## config.mk

```make
export PLATFORM = sky130hd
export DESIGN_NAME = parallel_port_strobe_handler_core
export DESIGN_NICKNAME = d
export VERILOG_FILES = /design/src/rtl/core/pps_pkg.sv /design/src/rtl/core/parallel_port_strobe_handler_core.sv /design/src/rtl/core/pps_in_stage.sv /design/src/rtl/core/pps_engine.sv /design/src/rtl/core/pps_out_stage.sv
export SDC_FILE = /design/constraint.sdc
export NUM_CORES = 1
export LEC_CHECK = 0
export BUFFER_PORTS_ARGS = -buffer_cell sky130_fd_sc_hd__buf_2
export CAP_MARGIN = 20
export CORE_ASPECT_RATIO = 1.75
export CORE_MARGIN = 2
export CORE_UTILIZATION = 49
export DETAILED_ROUTE_END_ITERATION = 10
export PLACE_DENSITY = 0.85
export SKIP_CTS_REPAIR_TIMING = 1
export SLEW_MARGIN = 30
export SYNTH_ARGS = -nofsm -noshare
export SYNTH_HDL_FRONTEND = slang
export SYNTH_SLANG_ARGS = --single-unit
```

## constraint.sdc

```tcl
create_clock -name clock -period 2.35 [get_ports clock]
set_input_delay 0.1175 -clock clock [delete_from_list [all_inputs] [get_ports clock]]
set_output_delay 0.1175 -clock clock [all_outputs]
set_load 0.1 [all_outputs]
```

## src/rtl/core/pps_pkg.sv

```systemverilog
// ----------------------------------------------------------------------------
// pps_pkg
// shared types and constants of the parallel port strobe handler
// ----------------------------------------------------------------------------
package pps_pkg;

   localparam int KEY_CHARS   = 4;
   localparam int REQ_TDATA_W = 40;
   localparam int RSP_TDATA_W = 48;
   localparam int CSR_ADDR_W  = 3;
   localparam int CSR_DATA_W  = 32;

   localparam logic [7:0] CHUNK_SIZE_RESET = 8'd196;
   localparam logic [7:0] PRINT_LOW        = 8'd32;

   typedef enum logic [1:0] {
      OP_STROBE = 2'd0,
      OP_BEGIN  = 2'd1,
      OP_END    = 2'd2,
      OP_POLL   = 2'd3
   } op_type;

   typedef enum logic {
      REG_CHUNK_SIZE = 1'b0
   } reg_index_type;

   typedef struct packed {
      logic key_ready;
      logic buffer_filled;
      logic all_sent;
      logic got_strobe;
   } flags_type;

   typedef struct packed {
      op_type      op;
      logic [7:0]  port_byte;
      logic [7:0]  next_byte;
      logic [15:0] send_length;
      logic        busy_line;
   } item_type;

   typedef struct packed {
      logic [7:0]  drive_byte;
      logic        drive_enable;
      logic        ack_pulse;
      logic        byte_taken;
      logic        got_strobe;
      logic        all_sent;
      logic        buffer_filled;
      logic        is_busy;
      logic        key_ready;
      logic [31:0] key_word;
   } result_type;

endpackage

```

## src/rtl/core/parallel_port_strobe_handler_core.sv

```systemverilog
// ----------------------------------------------------------------------------
// parallel_port_strobe_handler_core
// peripheral side of a parallel port strobe handshake, receive and send modes
// ----------------------------------------------------------------------------
// The block takes one request per clock while rsp_tready does not hold the result
// register, and gives one response for each. A request sits in the input register,
// the engine updates the handshake state and forms the response in the same cycle
// it moves into the result register, so the next request already sees the updated
// state. chunk_size is to be written through the csr port at byte address 0 only
// while no request is in flight; the block itself does not enforce this.
module parallel_port_strobe_handler_core (
   input  logic                             clock,
   input  logic                             reset,
   input  logic                             req_tvalid,
   output logic                             req_tready,
   input  logic [pps_pkg::REQ_TDATA_W-1:0]  req_tdata,  // port_byte, next_byte, send_length, busy_line
   input  logic [1:0]                       req_tuser,  // op
   output logic                             rsp_tvalid,
   input  logic                             rsp_tready,
   // drive_byte, drive_enable, ack_pulse, byte_taken, got_strobe, all_sent,
   // buffer_filled, is_busy, key_ready, key_word
   output logic [pps_pkg::RSP_TDATA_W-1:0]  rsp_tdata,
   input  logic                             csr_psel,
   input  logic                             csr_penable,
   input  logic                             csr_pwrite,
   input  logic [pps_pkg::CSR_ADDR_W-1:0]   csr_paddr,
   input  logic [pps_pkg::CSR_DATA_W-1:0]   csr_pwdata,
   output logic [pps_pkg::CSR_DATA_W-1:0]   csr_prdata,
   output logic                             csr_pready
);

   logic                 chunk_size_ff;
   logic [7:0]           chunk_ff;
   logic [7:0]           chunk_in;
   logic                 csr_hit;
   logic                 item_valid;
   logic                 advance;
   logic                 fire;
   pps_pkg::item_type    item;
   pps_pkg::result_type  result;

   assign csr_pready = 1'b1;
   assign csr_hit    = pps_pkg::reg_index_type'(csr_paddr[2]) == pps_pkg::REG_CHUNK_SIZE;

   always_comb begin
      chunk_in = chunk_ff;
      if (csr_psel && csr_penable && csr_pwrite && csr_pready && csr_hit) begin
         chunk_in = csr_pwdata[7:0];
      end
   end

   always_ff @(posedge clock) begin
      if (reset) begin
         chunk_ff      <= pps_pkg::CHUNK_SIZE_RESET;
         chunk_size_ff <= 1'b0;
      end else begin
         chunk_ff      <= chunk_in;
         chunk_size_ff <= chunk_in != chunk_ff;
      end
   end

   assign csr_prdata = csr_hit ? {24'd0, chunk_ff} : '0;

   assign fire = item_valid && advance;

   pps_in_stage u_in_stage (
      .clock      (clock),
      .reset      (reset),
      .req_tvalid (req_tvalid),
      .req_tready (req_tready),
      .req_tdata  (req_tdata),
      .req_tuser  (req_tuser),
      .advance    (advance),
      .item_valid (item_valid),
      .item       (item)
   );

   pps_engine u_engine (
      .clock      (clock),
      .reset      (reset),
      .chunk_size (chunk_ff),
      .fire       (fire),
      .item       (item),
      .result     (result)
   );

   pps_out_stage u_out_stage (
      .clock      (clock),
      .reset      (reset),
      .load       (fire),
      .result     (result),
      .can_load   (advance),
      .rsp_tvalid (rsp_tvalid),
      .rsp_tready (rsp_tready),
      .rsp_tdata  (rsp_tdata)
   );

   // poll responses carry no ack and consume no byte
   a_poll_quiet: assert property (@(posedge clock) disable iff (reset)
      rsp_tvalid && (rsp_tdata[11] || rsp_tdata[12] || rsp_tdata[13] || rsp_tdata[15])
      |-> !rsp_tdata[9] && !rsp_tdata[10])
      else $error("flags reported together with ack or byte taken");

   // all-sent and buffer-filled only come from a send strobe
   a_flags_need_strobe: assert property (@(posedge clock) disable iff (reset)
      rsp_tvalid && (rsp_tdata[12] || rsp_tdata[13]) |-> rsp_tdata[11])
      else $error("send flags reported without got strobe");

   // a held request is not dropped from the input register
   a_item_held: assert property (@(posedge clock) disable iff (reset)
      item_valid && !advance |=> item_valid)
      else $error("stalled request lost");

   // chunk size changes only by a csr write
   a_chunk_write: assert property (@(posedge clock) disable iff (reset)
      chunk_size_ff |-> $past(csr_psel && csr_penable && csr_pwrite && csr_hit))
      else $error("chunk size changed without a write");

endmodule

```

## src/rtl/core/pps_in_stage.sv

```systemverilog
// ----------------------------------------------------------------------------
// pps_in_stage
// request register in front of the strobe engine
// ----------------------------------------------------------------------------
module pps_in_stage (
   input  logic                             clock,
   input  logic                             reset,
   input  logic                             req_tvalid,
   output logic                             req_tready,
   input  logic [pps_pkg::REQ_TDATA_W-1:0]  req_tdata,  // port_byte, next_byte, send_length, busy_line
   input  logic [1:0]                       req_tuser,  // op
   input  logic                             advance,
   output logic                             item_valid,
   output pps_pkg::item_type                item
);

   logic               valid_ff;
   logic               valid_in;
   pps_pkg::item_type  item_ff;
   pps_pkg::item_type  item_in;
   logic               take;

   assign req_tready = !valid_ff || advance;
   assign take       = req_tvalid && req_tready;

   always_comb begin
      item_in             = item_ff;
      valid_in            = valid_ff;
      if (take) begin
         item_in.op          = pps_pkg::op_type'(req_tuser);
         item_in.port_byte   = req_tdata[7:0];
         item_in.next_byte   = req_tdata[15:8];
         item_in.send_length = req_tdata[31:16];
         item_in.busy_line   = req_tdata[32];
         valid_in            = 1'b1;
      end else if (advance) begin
         valid_in            = 1'b0;
      end
   end

   always_ff @(posedge clock) begin
      if (reset) begin
         valid_ff <= 1'b0;
      end else begin
         valid_ff <= valid_in;
      end
      item_ff <= item_in;
   end

   assign item_valid = valid_ff;
   assign item       = item_ff;

endmodule

```

## src/rtl/core/pps_engine.sv

```systemverilog
// ----------------------------------------------------------------------------
// pps_engine
// handshake state and its update for each request
// ----------------------------------------------------------------------------
module pps_engine (
   input  logic                 clock,
   input  logic                 reset,
   input  logic [7:0]           chunk_size,
   input  logic                 fire,
   input  pps_pkg::item_type    item,
   output pps_pkg::result_type  result
);

   logic                send_mode_ff,      send_mode_in;
   logic [7:0]          strobe_counter_ff, strobe_counter_in;
   logic [31:0]         key_shift_ff,      key_shift_in;
   logic [15:0]         bytes_left_ff,     bytes_left_in;
   logic [7:0]          port_out_ff,       port_out_in;
   pps_pkg::flags_type  flags_ff,          flags_in;

   logic [7:0]  count_inc;
   logic        printable;
   logic        ack;
   logic        taken;

   assign count_inc = strobe_counter_ff + 8'd1;
   assign printable = (item.port_byte >= pps_pkg::PRINT_LOW) && !item.port_byte[7];

   always_comb begin
      send_mode_in      = send_mode_ff;
      strobe_counter_in = strobe_counter_ff;
      key_shift_in      = key_shift_ff;
      bytes_left_in     = bytes_left_ff;
      port_out_in       = port_out_ff;
      flags_in          = flags_ff;
      ack               = 1'b0;
      taken             = 1'b0;
      result            = '0;

      case (item.op)
         pps_pkg::OP_STROBE: begin
            ack = 1'b1;
            if (!send_mode_ff) begin
               if (printable) begin
                  key_shift_in      = {key_shift_ff[23:0], item.port_byte};
                  strobe_counter_in = count_inc;
                  if (count_inc == 8'(pps_pkg::KEY_CHARS)) begin
                     flags_in.key_ready = 1'b1;
                     strobe_counter_in  = '0;
                  end
               end
            end else begin
               flags_in            = '0;
               flags_in.got_strobe = 1'b1;
               if (bytes_left_ff == '0) begin
                  port_out_in       = '0;
                  flags_in.all_sent = 1'b1;
               end else begin
                  port_out_in   = item.next_byte;
                  bytes_left_in = bytes_left_ff - 16'd1;
                  taken         = 1'b1;
               end
               strobe_counter_in = count_inc;
               if (count_inc == chunk_size) begin
                  strobe_counter_in = '0;
                  if (bytes_left_in == '0) begin
                     flags_in.buffer_filled = 1'b1;
                     ack                    = 1'b0;
                  end
               end
            end
         end
         pps_pkg::OP_BEGIN: begin
            bytes_left_in     = (item.send_length == '0) ? '0 : item.send_length - 16'd1;
            port_out_in       = item.next_byte;
            taken             = 1'b1;
            send_mode_in      = 1'b1;
            flags_in          = '0;
            strobe_counter_in = '0;
         end
         pps_pkg::OP_END: begin
            send_mode_in      = 1'b0;
            flags_in          = '0;
            strobe_counter_in = '0;
         end
         default: begin
            flags_in             = '0;
            result.got_strobe    = flags_ff.got_strobe;
            result.all_sent      = flags_ff.all_sent;
            result.buffer_filled = flags_ff.buffer_filled;
            result.key_ready     = flags_ff.key_ready;
            result.is_busy       = item.busy_line;
            result.key_word      = key_shift_ff;
         end
      endcase

      result.drive_byte   = send_mode_in ? port_out_in : '0;
      result.drive_enable = send_mode_in;
      result.ack_pulse    = ack;
      result.byte_taken   = taken;
   end

   always_ff @(posedge clock) begin
      if (reset) begin
         send_mode_ff      <= 1'b0;
         strobe_counter_ff <= '0;
         key_shift_ff      <= '0;
         bytes_left_ff     <= '0;
         port_out_ff       <= '0;
         flags_ff          <= '0;
      end else if (fire) begin
         send_mode_ff      <= send_mode_in;
         strobe_counter_ff <= strobe_counter_in;
         key_shift_ff      <= key_shift_in;
         bytes_left_ff     <= bytes_left_in;
         port_out_ff       <= port_out_in;
         flags_ff          <= flags_in;
      end
   end

endmodule

```

## src/rtl/core/pps_out_stage.sv

```systemverilog
// ----------------------------------------------------------------------------
// pps_out_stage
// result register toward the response stream
// ----------------------------------------------------------------------------
module pps_out_stage (
   input  logic                             clock,
   input  logic                             reset,
   input  logic                             load,
   input  pps_pkg::result_type              result,
   output logic                             can_load,
   output logic                             rsp_tvalid,
   input  logic                             rsp_tready,
   // drive_byte, drive_enable, ack_pulse, byte_taken, got_strobe, all_sent,
   // buffer_filled, is_busy, key_ready, key_word
   output logic [pps_pkg::RSP_TDATA_W-1:0]  rsp_tdata
);

   logic                 valid_ff;
   logic                 valid_in;
   pps_pkg::result_type  result_ff;
   pps_pkg::result_type  result_in;

   assign can_load = !valid_ff || rsp_tready;

   always_comb begin
      valid_in  = valid_ff;
      result_in = result_ff;
      if (load) begin
         valid_in  = 1'b1;
         result_in = result;
      end else if (rsp_tready) begin
         valid_in  = 1'b0;
      end
   end

   always_ff @(posedge clock) begin
      if (reset) begin
         valid_ff <= 1'b0;
      end else begin
         valid_ff <= valid_in;
      end
      result_ff <= result_in;
   end

   assign rsp_tvalid = valid_ff;
   assign rsp_tdata  = {result_ff.key_word,
                        result_ff.key_ready,
                        result_ff.is_busy,
                        result_ff.buffer_filled,
                        result_ff.all_sent,
                        result_ff.got_strobe,
                        result_ff.byte_taken,
                        result_ff.ack_pulse,
                        result_ff.drive_enable,
                        result_ff.drive_byte};

endmodule
```

=== Yosys cells after proc, flatten, opt, wreduce, memory -nomap -nowiden ===
Index checks and enable logic that the tools add are counted.

* Flip-flop bits (word level): 162
* Output and inout port bits: 83

* Add/sub/neg operators: 3
* Order comparisons: 1
* Equal/unequal tests: 7
* Multiplexer cells: 34
* Bitwise logic cells: 2
* Reductions and logical operators: 26

{| class="wikitable"
|+ Operator list
! operator !! count
|-
| 2-to-1 mux 16 bit || 5
|-
| 2-to-1 mux 8 bit || 7
|-
| zero test 16 bit || 3
|-
| case mux 16 bit (2 select lines) || 1
|-
| case mux 8 bit (2 select lines) || 2
|-
| subtractor 16 x 1 -> 16 bit, second input constant || 2
|-
| 2-to-1 mux 1 bit || 15
|-
| AND reduction 3 bit || 3
|-
| adder 8 x 1 -> 8 bit, second input constant || 1
|-
| == test 8 x 3 -> 1 bit, second input constant || 1
|-
| == test 8 bit || 1
|-
| greater-or-equal comparator 8 x 6 -> 1 bit, second input constant || 1
|-
| nonzero test 2 bit || 4
|-
| logical AND 1 bit || 6
|-
| != test 3 x 1 -> 1 bit, second input constant || 2
|-
| 2-to-1 mux 4 bit || 1
|-
| case mux 1 bit (2 select lines) || 2
|-
| AND reduction 4 bit || 1
|-
| zero test 1 bit || 3
|-
| 2-to-1 mux 3 bit || 1
|-
| OR reduction 3 bit || 1
|-
| == test 2 x 1 -> 1 bit, second input constant || 1
|-
| == test 2 bit, second input constant || 1
|-
| zero test 2 bit || 1
|-
| 5 further kinds || 7
|}

=== Longest topological paths before layout ===
Gate-level depths: netlist of run 1.

* Depth after elaboration: 9
* Mapped depth: 11
* Gate-level depth less buffers: 8

=== Modules after synthesis ===
Synthesis of run 1 repeated with hierarchy kept, for this count alone.

* Cells, all modules: 737
* Area total of the unflattened synthesis: 7438.4 sq um

{| class="wikitable"
|+ By module, submodules not included
! module !! times used !! cells each !! area each (sq um) !! seq. area each (sq um)
|-
| pps_engine || 1 || 574 || 4222.8 || 1381.3
|-
| pps_out_stage || 1 || 52 || 1487.7 || 1461.4
|-
| pps_in_stage || 1 || 40 || 1106.1 || 1071.0
|-
| parallel_port_strobe_handler_core || 1 || 71 || 621.8 || 160.2
|}

=== Least setup slack after synthesis of run 1 ===
No wires, ideal clock.

* Path type: register to register
* Start point: register u_out_stage.valid_ff, in the netlist u_out_stage.rsp_tvalid
* End point: register u_engine.port_out_ff[1]
* Setup time: 0.073 ns
* Arrival time: 3.037 ns
* Data required time: 2.277 ns
* Setup slack: -0.759 ns
* Stages on the path, launching flop included: 7
* Path buffers: 1
* Period minus slack after synthesis: 3.109 ns
* Cells stage by stage: dfxtp_1 > nand2b_1 > nand2_1 > inv_1 > clkbuf_1 > a32oi_1 > nor2_1

* Longest elaborated chain between the ends: 3

{| class="wikitable"
|+ RTL lines
! what !! RTL line !! text
|-
| start: declaration || pps_out_stage.sv:18 || <nowiki>logic valid_ff;</nowiki>
|-
| start signal: assignment || pps_out_stage.sv:40 || <nowiki>valid_ff <= valid_in;</nowiki>
|-
| zero test 1 bit || pps_out_stage.sv:23 || <nowiki>assign can_load = !valid_ff || rsp_tready;</nowiki>
|-
| logical OR 1 bit || pps_out_stage.sv:23 ||
|-
| logical AND 1 bit || parallel_port_strobe_handler_core.sv:64 || <nowiki>assign fire = item_valid && advance;</nowiki>
|-
| net fire || parallel_port_strobe_handler_core.sv:38 || <nowiki>logic fire;</nowiki>
|-
| end signal: assignment || pps_engine.sv:116 || <nowiki>port_out_ff <= port_out_in;</nowiki>
|-
| end: declaration || pps_engine.sv:18 || <nowiki>logic [7:0] port_out_ff, port_out_in;</nowiki>
|}

The timed path passes the listed nets, and every way through them passes these cells.
A chain may end at the register's enable or synchronous reset.

=== Worst setup path after layout of run 1 ===
* Start point: register u_engine.bytes_left_ff[7]
* End point: register u_out_stage.result_ff (netlist bit u_out_stage.rsp_tdata[9]), data pin

* Longest elaborated chain between the ends: 8
* Elaborated cells on any way between the ends: 9
* Those cells by class: add/sub: 1; mux: 6; reduce/logical: 2

{| class="wikitable"
|+ RTL lines
! what !! RTL line !! text
|-
| start: declaration || pps_engine.sv:17 || <nowiki>logic [15:0] bytes_left_ff, bytes_left_in;</nowiki>
|-
| start signal: assignment || pps_engine.sv:115 || <nowiki>bytes_left_ff <= bytes_left_in;</nowiki>
|-
| subtractor 16 x 1 -> 16 bit / zero test 16 bit (equally long branches) || pps_engine.sv:60, pps_engine.sv:55 ||
|-
| 2-to-1 mux 16 bit (*) || pps_engine.sv:55 || <nowiki>if (bytes_left_ff == '0) begin</nowiki>
|-
| 2-to-1 mux 16 bit (*) || pps_engine.sv:43 || <nowiki>if (!send_mode_ff) begin</nowiki>
|-
| 2-to-1 mux 16 bit (*) || pps_engine.sv:40 || <nowiki>case (item.op)</nowiki>
|-
| zero test 16 bit (*) || pps_engine.sv:66 || <nowiki>if (bytes_left_in == '0) begin</nowiki>
|-
| 2-to-1 mux 1 bit (*) || pps_engine.sv:66 ||
|-
| 2-to-1 mux 1 bit (*) || pps_engine.sv:64 || <nowiki>if (count_inc == chunk_size) begin</nowiki>
|-
| 2-to-1 mux 1 bit (*) || pps_engine.sv:43 ||
|-
| end signal: assignment || pps_out_stage.sv:42 || <nowiki>result_ff <= result_in;</nowiki>
|-
| end: declaration || pps_out_stage.sv:20 || <nowiki>pps_pkg::result_type result_ff;</nowiki>
|}

Every way passes the cells marked *; elsewhere a longest branch is shown, timed or not. The select of a mux whose other input is x is not followed.

==> impl_metrics.json, run 1 <==
{
  "synth_edf_count": 83,
  "die_w_um": 96.84,
  "grt_pass1_vias": 5704,
  "cts_buffers": 17,
  "io_buffers": 108,
  "slowest_delay_ns": 0.55,
  "cts_tree": "built",
  "clock_latency_ns": 0.43,
  "reg2regPathDepth": 8,
  "synth_seq_cells": 162,
  "drt_iter0_markers": 334,
  "die_area_um2": 16120,
  "path_cells": "or4_4 > buf_4 > nor4_4 > buf_4 > a21oi_2 > a41oi_2 > nand4_1 > o21a_1",
  "syn_inst": 732,
  "fin_ws_ns": 0.02930,
  "vdd_drop_max_mv": 0.5682,
  "cts_buffer_depth": 2,
  "ys_top_cells_by_count": "nand2_1, edfxtp_1, dfxtp_1",
  "p_leak_nw": 3.644,
  "yosysWarningCount": 0,
  "postRouteAntennaNets": 0,
  "drtPass1Iterations": 5,
  "grt_usage": 0.2042,
  "syn-cell-area_um2": 7391,
  "cp_slowest_cell": "or4_4",
  "worstHoldPathType": "primary input to flip-flop",
  "hold-path-endpoint": "u_out_stage.rsp_tvalid$_SDFFE_PP0P_",
  "htreeDepth": 4,
  "ys_async_sr_fraction": 0,
  "worstReg2RegEnd": "u_out_stage.rsp_tdata[9]$_SDFFCE_PN0P_",
  "vias_per_cell": 5.577,
  "grt_pass1_wl_mm": 26.61,
  "routedWlPerCell_um": 16.42,
  "fill_cells": 1111,
  "powerDensity_nw_per_um2": 741.7,
  "ys.flop_type": "edfxtp_1",
  "ys_top_cells_by_area": "edfxtp_1, dfxtp_1, nand2_1",
  "start_util": 0.4981,
  "coreArea_um2": 14840,
  "synth_cell_types": 69,
  "clkTransAtPathRegs_ns": 0.07,
  "synth.top_cell.area_share": 0.3372,
  "critPathArrivalTime_ns": 2.50,
  "fin_crit_sh": 0.9875,
  "hpwl_mm": 11.91,
  "maxSlewViolCount": 0,
  "antenna_found_initial": 0,
  "cts_root_buf": "clkbuf_16",
  "hold_depth": 4,
  "ys_seq_area_frac": 0.5512,
  "num_rows": 59,
  "r2r_start": "u_engine.bytes_left_ff[7]$_SDFFE_PP0P_",
  "min-delay-start": "rsp_tready",
  "synth_area_per_cell_um2": 10.10,
  "fin_skew_ns": 0.01275,
  "multi_input_area_um2": 3082,
  "path_class": "flip-flop to flip-flop",
  "fin_crit_ns": 2.321,
  "setup.worst_path.start_class": "flip-flop",
  "worst_setup_path_end_kind": "flip-flop",
  "rsz0062_at_grt": "yes",
  "final_nets": 1008,
  "final_layout_size_suffix_gt1_frac": 0.2624,
  "die_h_um": 166.5,
  "placed_cell_area_um2": 8264,
  "grt_max_degree": 38,
  "regToRegSetupSlack_ns": 0.03,
  "routed_wl_mm": 18.28,
  "place.gp.congestion": 0.9485,
  "synth_largest_area_cell": "edfxtp_1",
  "fmax_ghz": 0.4309,
  "yosysMostFrequentCell": "nand2_1",
  "crit_top_cell": "buf_4",
  "stdcell_area_um2": 9485,
  "critPathMaxFanout": 5,
  "ios": 167,
  "critPathBufInv": 2,
  "dp_slack_ns": -0.05951,
  "gr-total-overflow": 0,
  "syn2layout_area_growth_pct": 28.34,
  "max_slew_margin": 0.5542,
  "vias": 6207,
  "final.setup.tns_ns": 0,
  "cts_sinks": 162,
  "outcome": "complete, no violations",
  "setup_violations": 0,
  "drc_errors": 0,
  "diodes": 0,
  "tightest_slew_ns": 0.6626,
  "hold_viol": 0,
  "worstPathRequired_ns": 2.53,
  "regArea_um2": 4083,
  "critPathTopFamily": "simple AND/OR/NAND/NOR gates",
  "max-cap-violations": 0
}
## tightest hold or removal path, cell delays in order
cell and delay (ns):
buf_2 0.09, nor2b_1 0.07, nor2_1 0.12, nor2_1 0.05
## area by class of cell
cell class | count | area share
timing repair buffer | 213 | 0.1517
sequential | 162 | 0.4304
inverter | 12 | 0.004749
clock inverter | 15 | 0.01926
tap | 183 | 0.02414
multi-input combinational | 511 | 0.3249
clock buffer | 17 | 0.04485
## logic make-up after synthesis
family	count (synthesis)	share of synthesized area
buffers and inverters	82	0.05908
adders and majority gates	7	0.01185
other	2	0.001016
AOI/OAI and AO/OA	152	0.1387
and+or+nand+nor	301	0.2067
muxes	4	0.005418
xor gates and xnor gates	22	0.02607
DFF	162	0.5512
## cell usage in the layout (no fill, tap or decap), types with 12 or more instances in the layout
cell	count
xor2_1	13
buf_4	61
buf_2	108
and2_1	39
nand2_1	108
o21ai_0	13
conb_1	25
a21oi_1	58
clkbuf_16	17
edfxtp_1	83
nand3_1	13
dlygate4sd3_1	44
nor3_1	13
dfxtp_1	74
or3_1	12
nor2_1	52
## sequential cells by signal, indices dropped and copies added (netlist names)
| signal | flops |
|---|---|
| u_in_stage.item | 35 |
| u_out_stage.rsp_tvalid | 1 |
| u_engine.strobe_counter_ff | 8 |
| u_in_stage.item_valid | 1 |
| u_engine.bytes_left_ff | 16 |
| u_engine.port_out_ff | 8 |
| chunk_ff | 8 |
| u_engine.flags_ff | 4 |
| u_out_stage.rsp_tdata | 48 |
| u_engine.key_shift_ff | 32 |
| u_engine.send_mode_ff | 1 |
## through the flow
step,power [mW],util,cells,hold WS [ns]
detailed placement,4.227,0.5570,1029,0.2956
CTS,6.952,0.5979,1061,-0.1521
global route,7.244,0.6393,1113,0.06344
floorplan,4.014,-,755,0.2164
finish,7.035,0.6393,1113,0.04989
global placement,4.210,0.5570,1029,0.2939
## worst max path at each step
stage,start,end,slack [ns],cells after the start
after global placement,u_engine.bytes_left_ff[1]$_SDFFE_PP0P_,u_out_stage.rsp_tdata[9]$_SDFFCE_PN0P_,0.02,6
after CTS,u_engine.bytes_left_ff[1]$_SDFFE_PP0P_,u_out_stage.rsp_tdata[9]$_SDFFCE_PN0P_,-0.07,6
after detailed placement,u_engine.bytes_left_ff[1]$_SDFFE_PP0P_,u_out_stage.rsp_tdata[9]$_SDFFCE_PN0P_,-0.06,6
after floorplan,u_engine.strobe_counter_ff[0]$_SDFFE_PP0P_,u_out_stage.rsp_tdata[9]$_SDFFCE_PN0P_,0.03,8
after global routing,u_engine.bytes_left_ff[2]$_SDFFE_PP0P_,u_out_stage.rsp_tdata[9]$_SDFFCE_PN0P_,-0.05,7
final,u_engine.bytes_left_ff[7]$_SDFFE_PP0P_,u_out_stage.rsp_tdata[9]$_SDFFCE_PN0P_,0.03,8
## report_power, final
| part | switching [mW] | leakage, nW | internal, mW |
|---|---|---|---|
| Sequential | 0.0618 | 1.45 | 3.06 |
| Clock | 1.31 | 0.291 | 1.44 |
| Combinational | 0.820 | 1.91 | 0.343 |
| Total | 2.19 | 3.64 | 4.85 |
## metal layers
metal / global-route usage / wire length, um / vias to the layer above
met3: 0.04280 / 880 / 46
met5: 0 / 0 / -
met2: 0.3973 / 10550 / 251
li1: - / - / 2943
met1: 0.1987 / 6339 / 2967
met4: 0.1010 / 512 / 0
(Power assumes the default switching activity.)
==> run 2: changes to the inputs <==
==> constraint.sdc (replaced) <==
create_clock -name clock -period 2.35 [get_ports clock]
set_input_delay 0.1175 -clock clock [delete_from_list [all_inputs] [get_ports clock]]
set_output_delay 0.1175 -clock clock [all_outputs]
set_load 0.005 [all_outputs]
==> run 2 against run 1 <==
Compared with the run above:
- count of clock-buffer cells in the layout did not move
- the run now ends with setup timing left
- fmax shrank 2.5%
- flip-flop and latch count did not move
- design area increased by 1.3%
- core utilization rose by 0.86 points
- clock power up 7.6%
- clock skew rose by 0.0019 ns
==> impl_metrics.json, run 2 (same netlist as run 1, synthesis figures left out) <==
{
  "outcome": "complete, but fails checks",
  "violations": "setup timing",
  "vias_per_cell": 5.545,
  "final_util": 0.6479,
  "slowest_delay_ns": 0.54,
  "maxSlewViolCount": 0,
  "final.setup.tns_ns": -0.05792,
  "largest_register_ffs": 48,
  "diodes": 0,
  "worstPathRequired_ns": 2.52,
  "fin_skew_ns": 0.01467,
  "placedCellCount": 1038,
  "grt_max_degree": 39,
  "p_leak_nw": 3.692,
  "drc_errors": 0,
  "worst_setup_path_end_kind": "flip-flop",
  "io_buffers": 108,
  "vias": 6205,
  "die_w_um": 96.84,
  "hold_ws_ns": 0.02656,
  "max_slew_margin": 0.6039,
  "fmax_ghz": 0.4201,
  "path_class": "flip-flop to flip-flop",
  "cts_tree": "built",
  "max-cap-violations": 0,
  "final_layout_size_suffix_gt1_frac": 0.2735,
  "hold_viol": 0,
  "start_util": 0.4981,
  "setup_violations": 2,
  "gr-total-overflow": 0,
  "fin_crit_sh": 1.013,
  "cp_slowest_cell": "or4_4",
  "powerDensity_nw_per_um2": 712.9,
  "die_area_um2": 16120,
  "dp_slack_ns": -0.01686,
  "fin_ws_ns": -0.03024,
  "critPathArrivalTime_ns": 2.55,
  "htreeDepth": 4,
  "syn2layout_area_growth_pct": 30.07,
  "rsz0062_at_grt": "yes",
  "ios": 167,
  "vdd_drop_max_mv": 0.5545,
  "tightest_slew_ns": 0.5941,
  "cts_buffers": 17,
  "cts_buffer_depth": 2,
  "final_cells": 1119,
  "drtPass1Iterations": 5,
  "critPathMaxFanout": 17,
  "final_nets": 1014,
  "regToRegSetupSlack_ns": -0.03,
  "worstHoldPathType": "primary input to flip-flop",
  "grt_usage": 0.2079,
  "grt_pass1_wl_mm": 27.17,
  "cts_sinks": 162,
  "routedWlPerCell_um": 16.62,
  "grt_pass1_vias": 5825,
  "placed_cell_area_um2": 8327,
  "finalPower_mw": 6.853,
  "critPathTopFamily": "simple AND/OR/NAND/NOR gates",
  "clock_latency_ns": 0.43,
  "layout_commonest_cell": "nand2_1",
  "cts_root_buf": "clkbuf_16",
  "clkTransAtPathRegs_ns": 0.07,
  "antenna_found_initial": 0,
  "setup.worst_path.start_class": "flip-flop",
  "path_cells": "or4_4 > buf_6 > nor4_4 > and2_4 > o21ai_4 > a22oi_1 > nor2_1",
  "coreArea_um2": 14840,
  "place.gp.congestion": 0.9843,
  "drt_iter0_markers": 315,
  "critPathBufInv": 1,
  "hpwl_mm": 12.12,
  "fin_crit_ns": 2.380,
  "routed_wl_mm": 18.60,
  "layout_common_cells": "nand2_1, buf_2, edfxtp_1",
  "stdcell_area_um2": 9613,
  "die_h_um": 166.5,
  "postRouteAntennaNets": 0,
  "num_rows": 59
}
run 2: cell count changes in the layout (fill, tap and decap cells not counted), moves of 2 or more:
cell and change:
bufinv_16 +3, clkinv_4 -2, inv_6 +2, buf_4 +3
clkinv_8 -3, buf_6 +2
run 2: metal layers:
layer | up-vias | routed length, um | global-route usage
met4 | 0 | 898 | 0.1182
met1 | 2936 | 6325 | 0.2079
met5 | - | 0 | 0
met3 | 66 | 795 | 0.03903
li1 | 2947 | - | -
met2 | 256 | 10580 | 0.3940
run 2: worst paths after layout:
kind	startpoint	end	depth (start not counted)
max	u_engine.bytes_left_ff[8]$_SDFFE_PP0P_	u_out_stage.rsp_tdata[2]$_SDFFCE_PN0P_	7
min	rsp_tready	u_out_stage.rsp_tvalid$_SDFFE_PP0P_	4
max reg2reg	u_engine.bytes_left_ff[8]$_SDFFE_PP0P_	u_out_stage.rsp_tdata[2]$_SDFFCE_PN0P_	7
min reg2reg	u_engine.key_shift_ff[30]$_SDFFE_PP0P_	u_engine.key_shift_ff[30]$_SDFFE_PP0P_	2
run 2: worst reg2reg max path: stages, from the launching register on:
cell,delay [ns]
dfxtp_2,0.32
or4_4,0.54
buf_6,0.15
nor4_4,0.39
and2_4,0.24
o21ai_4,0.15
a22oi_1,0.28
nor2_1,0.07
run 2: report_power, final:
part / internal [mW] / switching [mW]
registers: 3.06 / 0.0601
clock network: 1.73 / 1.23
logic: 0.368 / 0.404
run 2: area by class of cell:
cell class / count / area (um2)
clock buffer: 17 / 425.4
tap: 183 / 229.0
clock inverter: 15 / 212.7
multi-input combinational: 512 / 3133
fill: 1098 / 5225
sequential: 162 / 4084
timing repair buffer: 218 / 1484
inverter: 12 / 45.04
==> run 3: changes to the inputs <==
--- a/config.mk
+++ b/config.mk
@@ -9,9 +9,10 @@
 export CAP_MARGIN = 20
 export CORE_ASPECT_RATIO = 1.75
 export CORE_MARGIN = 2
-export CORE_UTILIZATION = 49
+export CORE_UTILIZATION = 54
 export DETAILED_ROUTE_END_ITERATION = 10
-export PLACE_DENSITY = 0.85
+export GPL_TIMING_DRIVEN = 0
+export PLACE_DENSITY = 0.89
 export SKIP_CTS_REPAIR_TIMING = 1
 export SLEW_MARGIN = 30
 export SYNTH_ARGS = -nofsm -noshare
==> constraint.sdc (replaced) <==
create_clock -name clock -period 2.65 [get_ports clock]
set_input_delay 0.1325 -clock clock [delete_from_list [all_inputs] [get_ports clock]]
set_output_delay 0.1325 -clock clock [all_outputs]
set_load 0.005 [all_outputs]
==> run 3 against run 2 <==
Compared with the run above:
- the run now ends clean
- die area shrank 9.0%
- routed wire length grew 0.85%
- sequential power shrank 11%
- clock power shrank 20%
- fmax shrank 6.9%
- register-to-register slack gained 0.12 ns
- critical path depth is the same
- critical path type unchanged
- largest cell class unchanged
==> impl_metrics.json, run 3 (same netlist as run 1, synthesis figures left out) <==
{
  "drt_iter0_markers": 378,
  "coreArea_um2": 13380,
  "fmax_ghz": 0.3911,
  "path_class": "flip-flop to flip-flop",
  "fin_crit_sh": 0.9649,
  "power.share.sequential": 0.479,
  "drc_errors": 0,
  "vias_per_cell": 5.610,
  "num_rows": 56,
  "tightest_slew_ns": 0.9029,
  "diodes": 0,
  "grt_max_degree": 55,
  "die_area_um2": 14680,
  "max_slew_margin": 0.3809,
  "die_w_um": 92.44,
  "cts_buffers": 17,
  "setup.worst_path.start_class": "flip-flop",
  "vias": 6266,
  "max-cap-violations": 0,
  "start_util": 0.5523,
  "combPwrFrac": 0.110,
  "p_clk_frac": 0.410,
  "htreeDepth": 4,
  "switchingPower_mw": 1.504,
  "path_cells": "nor4_2 > nand4b_1 > o31ai_4 > clkbuf_4 > o32ai_1 > a22oi_1 > nor2_1",
  "die_h_um": 158.8,
  "ios": 167,
  "fin_skew_ns": 0.01019,
  "syn2layout_area_growth_pct": 27.59,
  "layout_common_cells": "buf_2, nand2_1, edfxtp_1",
  "clkTransAtPathRegs_ns": 0.07,
  "grt_pass1_wl_mm": 27.69,
  "outcome": "complete, no violations",
  "cts_tree": "built",
  "maxSlewViolCount": 0,
  "layout_commonest_cell": "buf_2",
  "hold_ws_ns": 0.04723,
  "clock_latency_ns": 0.43,
  "cts_root_buf": "clkbuf_16",
  "fill_cells": 972,
  "p_sw_frac": 0.2605,
  "placed_cell_area_um2": 8288,
  "drtPass1Iterations": 5,
  "worstHoldPathType": "primary input to flip-flop",
  "critPathMaxFanout": 10,
  "routed_wl_mm": 18.76,
  "antenna_found_initial": 0,
  "gr-total-overflow": 0,
  "largest_register_ffs": 48,
  "final_cells": 1117,
  "hpwl_mm": 12.44,
  "io_buffers": 108,
  "cts_buffer_depth": 2,
  "cts_sinks": 162,
  "cp_slowest_cell": "nor4_2",
  "stdcell_area_um2": 9430,
  "grt_pass1_vias": 5872,
  "slowest_delay_ns": 0.61,
  "fin_crit_ns": 2.557,
  "setup_violations": 0,
  "hold_viol": 0,
  "worst_setup_path_end_kind": "flip-flop",
  "intPower_mw": 4.269,
  "critPathArrivalTime_ns": 2.85,
  "fin_ws_ns": 0.09294,
  "place.gp.congestion": 0.9698,
  "routedWlPerCell_um": 16.79,
  "placedCellCount": 1039,
  "final_layout_size_suffix_gt1_frac": 0.2301,
  "final_nets": 1021,
  "critPathBufInv": 1,
  "critPathTopFamily": "simple AND/OR/NAND/NOR gates",
  "dp_slack_ns": -0.2295,
  "p_leak_nw": 3.622,
  "grt_usage": 0.2395,
  "worstPathRequired_ns": 2.94,
  "powerDensity_nw_per_um2": 612.2,
  "vdd_drop_max_mv": 0.5063,
  "postRouteAntennaNets": 0
}
## run 3: cell count changes in the layout (fill, tap and decap cells not counted), moves of 3 or more
cell and change:
a22oi_1 +4, a22oi_2 -4, buf_2 +7, buf_4 -35, bufinv_16 -3, clkbuf_1 +27
clkbuf_2 +3, clkinv_4 +3, dfxtp_1 +4, dfxtp_2 -4
## run 3: worst paths after layout
kind	from	to	slack [ns]	cells after the start
worst min-delay path	rsp_tready	u_out_stage.rsp_tvalid$_SDFFE_PP0P_	0.05	4
worst min register to register	u_engine.key_shift_ff[31]$_SDFFE_PP0P_	u_engine.key_shift_ff[31]$_SDFFE_PP0P_	0.45	2
worst max register to register	u_in_stage.item[5]$_DFFE_PP_	u_engine.bytes_left_ff[0]$_SDFFE_PP0P_	0.09	7
worst max-delay path	u_in_stage.item[5]$_DFFE_PP_	u_engine.bytes_left_ff[0]$_SDFFE_PP0P_	0.09	7
## run 3: worst reg2reg max path, cell delays in order (launching register included)
cell and delay (ns):
edfxtp_1 0.45, nor4_2 0.62, nand4b_1 0.30, o31ai_4 0.35, clkbuf_4 0.29, o32ai_1 0.12
a22oi_1 0.21, nor2_1 0.07
## run 3: metal layers
layer | track usage | wire length [um] | up-vias
met5 | 0 | 0 | -
met4 | 0.1384 | 845 | 0
met3 | 0.04222 | 998 | 71
met2 | 0.4615 | 10660 | 268
met1 | 0.2276 | 6254 | 2964
li1 | - | - | 2963
## run 3: cell type report
class | count | area, um2 | share of cell area
Clock inverter | 14 | 135.1 | 0.01433
Inverter | 12 | 45.04 | 0.004776
Clock buffer | 18 | 439.2 | 0.04657
Multi-Input combinational cell | 511 | 3057 | 0.3241
Sequential cell | 162 | 4079 | 0.4325
Buffer | 69 | 406.6 | 0.04312
Timing Repair Buffer | 157 | 1051 | 0.1115
Tap cell | 174 | 217.7 | 0.02309
## run 3: power groups by stage
stage / clock network [mW] / logic [mW] / registers [mW]
floorplan: 0 / 0.363 / 2.81
global placement: 0 / 0.529 / 2.82
detailed placement: 0 / 0.547 / 2.82
CTS: 2.38 / 0.552 / 2.76
global route: 2.49 / 0.690 / 2.77
finish: 2.37 / 0.637 / 2.77
## run 3: metrics by stage
stage	TNS, ns	utilization	total power [mW]
2_1_floorplan	0	-	3.176
5_1_grt	-0.03301	0.7047	5.953
4_1_cts	-3.105	0.6622	5.690
3_3_place_gp	-27.60	0.6154	3.347
3_5_place_dp	-2.242	0.6193	3.363
6_report	0	0.7047	5.773
